File: config.mk
export PLATFORM = sky130hd
export DESIGN_NAME = ptv_ctrl
export DESIGN_NICKNAME = d
export VERILOG_FILES = /design/src/ptv_pkg.sv /design/src/ptv_ctrl.sv
export SDC_FILE = /design/constraint.sdc
export NUM_CORES = 1
export LEC_CHECK = 0
export BUFFER_PORTS_ARGS = -buffer_cell sky130_fd_sc_hd__buf_4
export CORE_AREA = 2 2 39 41
export CTS_BUF_LIST = sky130_fd_sc_hd__clkbuf_4
export DETAILED_ROUTE_END_ITERATION = 12
export DIE_AREA = 0 0 41 43
export GPL_ROUTABILITY_DRIVEN = 0
export PLACE_DENSITY_LB_ADDON = 0.15
export REMOVE_ABC_BUFFERS = 1
export SLEW_MARGIN = 5
export SYNTH_ARGS = -nofsm -noshare
export SYNTH_HDL_FRONTEND = slang
export SYNTH_SLANG_ARGS = --single-unit
File: constraint.sdc
create_clock -name clk -period 1.6 [get_ports clk]
set_clock_uncertainty 0.05 [all_clocks]
set_input_delay 0.08 -clock clk [delete_from_list [all_inputs] [get_ports clk]]
set_output_delay 0.08 -clock clk [all_outputs]
set_load 0.01 [all_outputs]
File: src/ptv_pkg.sv
package ptv_pkg;

    // pipeline depth from input request to output register
    localparam int NUM_STAGES = 6;

    // field widths
    localparam int POINT_W  = 32;
    localparam int SHIFT_W  = 32;
    localparam int INV_W    = 24;
    localparam int COORD_W  = 16;
    localparam int WEIGHT_W = 17;
    localparam int CFG_AW   = 3;
    localparam int CFG_DW   = 32;

    // configuration register indexes
    localparam logic [CFG_AW-1:0] REG_SHIFT_X  = 3'd0;
    localparam logic [CFG_AW-1:0] REG_SHIFT_Y  = 3'd1;
    localparam logic [CFG_AW-1:0] REG_SHIFT_Z  = 3'd2;
    localparam logic [CFG_AW-1:0] REG_INV_X    = 3'd3;
    localparam logic [CFG_AW-1:0] REG_INV_Y    = 3'd4;
    localparam logic [CFG_AW-1:0] REG_INV_Z    = 3'd5;
    localparam logic [CFG_AW-1:0] REG_MODE     = 3'd6;

    // interpolation modes
    localparam logic MODE_NEAREST   = 1'b0;
    localparam logic MODE_TRILINEAR = 1'b1;

    // reset value of the reciprocal sizes, 1.0 in Q8.16
    localparam logic [INV_W-1:0] INV_ONE = 24'h01_0000;

    // 1.0 in Q1.16, as a weight factor
    localparam logic [WEIGHT_W-1:0] WEIGHT_ONE = 17'h1_0000;

    // per-stage load strobes from the handshake control
    typedef struct packed {
        logic [NUM_STAGES-1:0] load;
    } pipe_ctrl_t;

    typedef logic signed [COORD_W-1:0] coord_t;
    typedef logic [WEIGHT_W-1:0]       weight_t;

endpackage

File: src/ptv_ctrl.sv
module ptv_ctrl (
    input  logic               clk,
    input  logic               rst_n,
    input  logic               s_valid,
    input  logic               m_ready,
    output logic               s_ready,
    output logic               m_valid,
    output ptv_pkg::pipe_ctrl_t ctrl
);
    import ptv_pkg::*;

    logic [NUM_STAGES-1:0] valid_reg;
    logic [NUM_STAGES-1:0] valid_next;
    logic [NUM_STAGES:0]   ready_chain;
    logic [NUM_STAGES-1:0] valid_in;

    // a stage takes new data when it is empty or its content moves on
    always_comb
    begin
        ready_chain[NUM_STAGES] = m_ready;
        for (int k = NUM_STAGES - 1; k >= 0; k--)
        begin
            ready_chain[k] = !valid_reg[k] || ready_chain[k+1];
        end
    end

    assign valid_in = {valid_reg[NUM_STAGES-2:0], s_valid};

    always_comb
    begin
        for (int k = 0; k < NUM_STAGES; k++)
        begin
            valid_next[k] = ready_chain[k] ? valid_in[k] : valid_reg[k];
            ctrl.load[k]  = ready_chain[k] && valid_in[k];
        end
    end

    always_ff @(posedge clk or negedge rst_n)
    begin
        if (!rst_n)
        begin
            valid_reg <= '0;
        end
        else
        begin
            valid_reg <= valid_next;
        end
    end

    assign s_ready = ready_chain[0];
    assign m_valid = valid_reg[NUM_STAGES-1];

endmodule

After elaboration in Yosys (flattened, before gate mapping)
Index checks and enable logic that the tools add are counted.
{"block": "classes", "n_reduce_logical": 18}
{"op": "$logic_and 1x1->1", "n": 6}
{"op": "$logic_not 1->1", "n": 6}
{"op": "$logic_or 1x1->1", "n": 6}
{"block": "word_totals", "register_bits": 6, "in_bits": 4, "word_cells": 24}

Logic depth before layout (Yosys ltp)
Gate-level depths: netlist of run 1.
{"block": "depth", "word_depth": 8, "mapped_depth": 3, "mapped_depth_nobuf": 2}

Least setup slack after synthesis of run 1
Ideal clock, no wire load.
{"block": "synth_path", "path_type": "register to output", "startpoint": "register valid_reg[5]", "endpoint": "output port ctrl[0] (netlist bit)", "t_arrival_ns": 1.022, "t_required_ns": 1.470, "setup_slack_ns": 0.448, "path_stages_with_launch": 4, "n_path_buf": 1, "cell_sequence": "dfrtp_1 and4b_1 buf_6 a41oi_1"}
{"item": "start: declaration", "line_no": "ptv_ctrl.sv:12", "rtl": "logic [NUM_STAGES-1:0] valid_reg;"}
{"item": "start signal: assignment", "line_no": "ptv_ctrl.sv:46", "rtl": "valid_reg <= valid_next;"}
{"item": "end: declaration", "line_no": "ptv_ctrl.sv:8", "rtl": "output ptv_pkg::pipe_ctrl_t ctrl"}

==> results of run 1 <==
-- worst register-to-register path, cell delays in order, from the launching register on --
cell     delay, ps
dfrtp_1        400
and4b_1        320
a41o_1         270
-- cell type report --
class / instances / area (um2)
fill: 150 / 963
clock buffer: 3 / 22.5
multi-input combinational: 16 / 118
timing repair buffer: 13 / 103
tap: 16 / 20.0
sequential: 6 / 150
inverter: 2 / 7.51
-- per-layer routing --
metal | vias to the layer above | track usage (%) | part of all wire [%]
li1 | 123 | - | -
met1 | 104 | 10.5 | 50
met2 | 10 | 8.75 | 39
met3 | 2 | 5.24 | 9.3
met4 | 0 | 8.00 | 1.2
met5 | - | 0 | 0
-- kinds of logic (layout without fill, tap and decap cells) --
group,after synthesis,in the layout,share of synthesized area [%]
AOI/OAI and AO/OA,8,8,22.0
and+or+nand+nor,8,8,18.5
DFF,6,6,51.7
buffers and inverters,4,18,7.76
-- path summary, 6_finish.rpt --
kind	cells past startpoint	to	slack [ps]
hold / removal	3	valid_reg[5]	80
setup / recovery	3	ctrl[0]	90
min in group asynchronous	2	valid_reg[3]	130
max in group asynchronous	2	valid_reg[5]	1260
setup reg to reg	2	valid_reg[0]	460
hold reg to reg	1	valid_reg[4]	420
-- metrics by stage --
| stage | total power (W) | utilization [%] | std cells | setup slack [ps] |
|---|---|---|---|---|
| CTS | 0.000476 | 30.4 | 56 | 74.8 |
| detailed placement | 0.000325 | 27.3 | 51 | 357 |
| floorplan | 0.000259 | - | 24 | 478 |
| global route | 0.000498 | 30.4 | 56 | 0.781 |
| finish | 0.000468 | 30.4 | 56 | 89.1 |
| global placement | 0.000323 | 27.3 | 51 | 391 |
-- cell usage in the layout (no fill, tap or decap), drive strengths merged --
cell type	instances
a31o	1
buf	11
a31oi	1
nor2b	2
and2	1
a21o	2
or2	1
dfrtp	6
a21boi	2
a41oi	1
and4b	1
nand4	1
dlygate4sd3	2
clkbuf	3
inv	2
a41o	1
nand2b	2
-- power groups by stage --
stage	Combinational [W]	Sequential (W)	Clock [W]
2_1_floorplan	0.0000638	0.000195	0
3_3_place_gp	0.000124	0.000199	0
3_5_place_dp	0.000124	0.000201	0
4_1_cts	0.000129	0.000198	0.000149
5_1_grt	0.000140	0.000202	0.000156
6_report	0.000127	0.000198	0.000142
-- repair_timing --
item                                   in CTS  in global routing
hold buffers                                2                  0
endpoints found under the hold margin       7                  0
setup endpoints to repair                   0                  0
==> results_dict.tcl, run 1 <==
set metrics [dict create \
    hold_class "input pin to flop" \
    switching_share_pct 29.5 \
    tightest_slew_ps 306 \
    synthFlopType "dfrtp_1" \
    p_leak_nw 0.195 \
    clk_latency_ps 250 \
    synth_most_common_cell "dfrtp_1" \
    crit_path_end_kind "output pin" \
    cp.arrival_ps 1380 \
    period_needed_ps 1510 \
    diodes 0 \
    worstPathCellList "and4b_1 > a41oi_1 > buf_4" \
    grt_use_total_pct 8.28 \
    die_area_um2 1760 \
    synth-seq-area-share_pct 51.7 \
    fin_area_um2 420 \
    rows 14 \
    grt_overflow 0 \
    ys_warn_count 0 \
    syn_area_per_cell_um2 11.2 \
    first_pass_iters 1 \
    grt_max_degree 10 \
    core_um2 1380 \
    worst-path-buf-inv 1 \
    antenna_found_initial 0 \
    numCtsBuffers 3 \
    outcome "finished clean" \
    critPathMaxStageDelay_ps 400 \
    fin_nets 46 \
    tritoncts "built" \
    synth_seq_cells 6 \
    cp_top_family "flip-flops" \
    ctsHtreeMaxLevel 1 \
    synth_common_cells "dfrtp_1 (6), a21o_1 (2), inv_1 (2), nand2b_1 (2), nor2b_1 (2)" \
    hold_slack_ps 83.3 \
    dp_hpwl_um 405 \
    synth_cells 26 \
    vias 239 \
    netlist_area_um2 290 \
    p_int_w 0.000330 \
    power.density_nw_per_um2 1110 \
    die_x_um 41 \
    finalHoldViolations 0 \
    slew_headroom_pct 79.6 \
    initialDrtViolationCount 0 \
    detail-route-antenna-nets 0 \
    r2r-start "valid_reg[4]" \
    drc 0 \
    crit_type "flop to output pin" \
    finalSetupTns_ps 0 \
    switchingPower_w 0.000138 \
    synth_area_leaders "dfrtp_1 (52%), a21o_1 (5.2%), nand2b_1 (4.3%), nor2b_1 (4.3%), buf_6 (3.9%)" \
    io_buffers 11 \
    irDropWorstVdd_v 0.000339 \
    io-pin-count 12 \
    cts_resized 0 \
    cp_max_fo 9 \
    startpoint_type "flop" \
    largest_reg_flops 6 \
    drive_gt1_share_pct 35.0 \
    p_clk_share_pct 30.4 \
    clkTransAtPathRegs_ps 40 \
    cp-startpoint "valid_reg[4]" \
    die_y_um 43 \
    async_flop_share_pct 100 \
    rsz0062_at_grt "no" \
    critPathSlowestCell "dfrtp_1" \
    cts.path.max_buffers 2 \
    setup_viol 0 \
    grt_pass1_vias 222 \
    cts_setup_buffers 0 \
    yosysTopAreaCell "dfrtp_1" \
    wl_per_cell_um 10.6 \
    synth.distinct_cells 17 \
    cp.required_ps 1470 \
    maxCapViolCount 0 \
    cts_sinks 6 \
    pwr-share-comb_pct 27.2 \
    synth_edf_count 0 \
    fmax_ghz 0.662 \
    vias_per_cell 4.27 \
    area_growth_pct 44.8 \
    dpl_cell_area_um2 378 \
    min_period_over_period_pct 94.4 \
    holdCritStartpoint "m_ready" \
    wl_um 594 \
    p_seq_share_pct 42.4 \
    synth_top_area_share_pct 51.7 \
    grt_pass1_wl_um 917 \
    report.final.slew_viol_count 0 \
    start_util_pct 21.0 \
    cts-root-buf "clkbuf_4" \
]
(Power assumes the default switching activity.)
==> run 2: changes to the inputs <==
- CELL_PAD_IN_SITES_DETAIL_PLACEMENT: not set -> 0
- CELL_PAD_IN_SITES_GLOBAL_PLACEMENT: not set -> 1
==> results_dict.tcl, run 2 (synthesis gave the netlist of run 1 again) <==
set metrics [dict create \
    die_y_um 43 \
    wl_um 542 \
    rsz0062_at_grt "no" \
    tightest_slew_ps 292 \
    rows 14 \
    ctsHtreeMaxLevel 1 \
    cp_max_fo 9 \
    grt_overflow 0 \
    p_leak_nw 0.195 \
    clkTransAtPathRegs_ps 40 \
    final_cell_mix "buf_4 (11), dfrtp_1 (6), clkbuf_4 (3)" \
    tritoncts "built" \
    min_period_over_period_pct 92.1 \
    grt_pass1_wl_um 876 \
    cp_top_family "flip-flops" \
    hold_depth 3 \
    drc 0 \
    setup_viol 0 \
    critPathMaxStageDelay_ps 400 \
    finalHoldViolations 0 \
    drive_gt1_share_pct 35.0 \
    cp.required_ps 1470 \
    vias 236 \
    io-pin-count 12 \
    irDropWorstVdd_v 0.000296 \
    crit_type "flop to output pin" \
    vias_per_cell 4.21 \
    finalSetupTns_ps 0 \
    post-route-util_pct 30.4 \
    hold_class "input pin to flop" \
    fin_nets 46 \
    r2r_end "valid_reg[0]" \
    cts_sinks 6 \
    diodes 0 \
    worstHoldEndpoint "valid_reg[5]" \
    worst-path-buf-inv 1 \
    grt_pass1_vias 208 \
    p_seq_share_pct 43.1 \
    switchingPower_w 0.000130 \
    clk_latency_ps 240 \
    grt_use_total_pct 7.79 \
    wl_per_cell_um 9.68 \
    initialDrtViolationCount 0 \
    cp.arrival_ps 1340 \
    outcome "finished clean" \
    reg2reg_depth 2 \
    slew_headroom_pct 80.5 \
    power.density_nw_per_um2 1090 \
    setup_slack_ps 126 \
    maxCapViolCount 0 \
    critPathSlowestCell "dfrtp_1" \
    dp_hpwl_um 427 \
    detail-route-antenna-nets 0 \
    r2r-start "valid_reg[4]" \
    start_util_pct 21.0 \
    fillCellCount 152 \
    area_growth_pct 44.8 \
    die_area_um2 1760 \
    largest_reg_flops 6 \
    report.final.slew_viol_count 0 \
    hold_slack_ps 95.6 \
    numCtsBuffers 3 \
    die_x_um 41 \
    post-place-ws_ps 375 \
    first_pass_iters 1 \
    holdCritStartpoint "m_ready" \
    grt_max_degree 10 \
    cts-root-buf "clkbuf_4" \
    p_int_w 0.000329 \
    fmax_ghz 0.678 \
    pwr-share-comb_pct 27.6 \
    crit_path_end_kind "output pin" \
    worstPathCellList "and4b_1 > a41oi_1 > buf_4" \
    p_clk_share_pct 29.3 \
    core_um2 1380 \
    regToRegSetupSlack_ps 460 \
    period_needed_ps 1470 \
    final_common_cell "buf_4" \
    startpoint_type "flop" \
    antenna_found_initial 0 \
    io_buffers 11 \
    switching_share_pct 28.3 \
    cts.path.max_buffers 2 \
]
==> run 2: what timing repair did <==
action	4_1_cts	5_1_grt
resized for setup	0	0
endpoints found under the setup margin	0	0
setup buffers	0	0
hold buffers	2	0
endpoints found under the hold margin	7	0
==> run 2: through the flow <==
stage / std cells / cell area [um2] / power [W]
final: 56 / 420 / 0.000459
after detailed placement: 51 / 378 / 0.000325
after floorplan: 24 / 275 / 0.000259
after global placement: 51 / 378 / 0.000322
after global routing: 56 / 420 / 0.000495
after CTS: 56 / 420 / 0.000470
==> run 2: layout make-up <==
class | count | area (um2) | share of cell area, %
clock buffers | 3 | 22.5 | 5.36
inverters | 2 | 7.51 | 1.79
flip-flops and latches | 6 | 150 | 35.7
multi-input cells | 16 | 118 | 28.0
well taps | 16 | 20.0 | 4.76
repair buffers | 13 | 103 | 24.4
==> run 2: power groups by stage <==
stage / clock network (W) / registers (W) / logic, W
finish: 0.000134 / 0.000198 / 0.000127
global route: 0.000153 / 0.000203 / 0.000139
CTS: 0.000143 / 0.000197 / 0.000129
detailed placement: 0 / 0.000200 / 0.000125
global placement: 0 / 0.000199 / 0.000124
floorplan: 0 / 0.000195 / 0.0000638
==> run 2: metal layers <==
| metal | track usage [%] | vias to the layer above | wire length (um) |
|---|---|---|---|
| met5 | 0 | - | 0 |
| met4 | 8.00 | 0 | 0 |
| met3 | 3.14 | 0 | 36 |
| met2 | 9.38 | 6 | 270 |
| met1 | 9.57 | 108 | 234 |
| li1 | - | 122 | - |
==> run 2: how the worst max path moves through the flow <==
stage	end	slack, ps	depth (start not counted)	start
after detailed placement	ctrl[0]	370	3	valid_reg[4]
after global routing	s_ready	30	3	valid_reg[4]
after global placement	ctrl[0]	400	3	valid_reg[4]
final	ctrl[0]	130	3	valid_reg[4]
after CTS	ctrl[0]	110	3	valid_reg[4]
after floorplan	ctrl[0]	480	2	valid_reg[5]
==> run 2: tightest hold or removal path, cell delays in order <==
cell and delay, ps:
buf_4 90, nand2b_1 110, nand2b_1 60
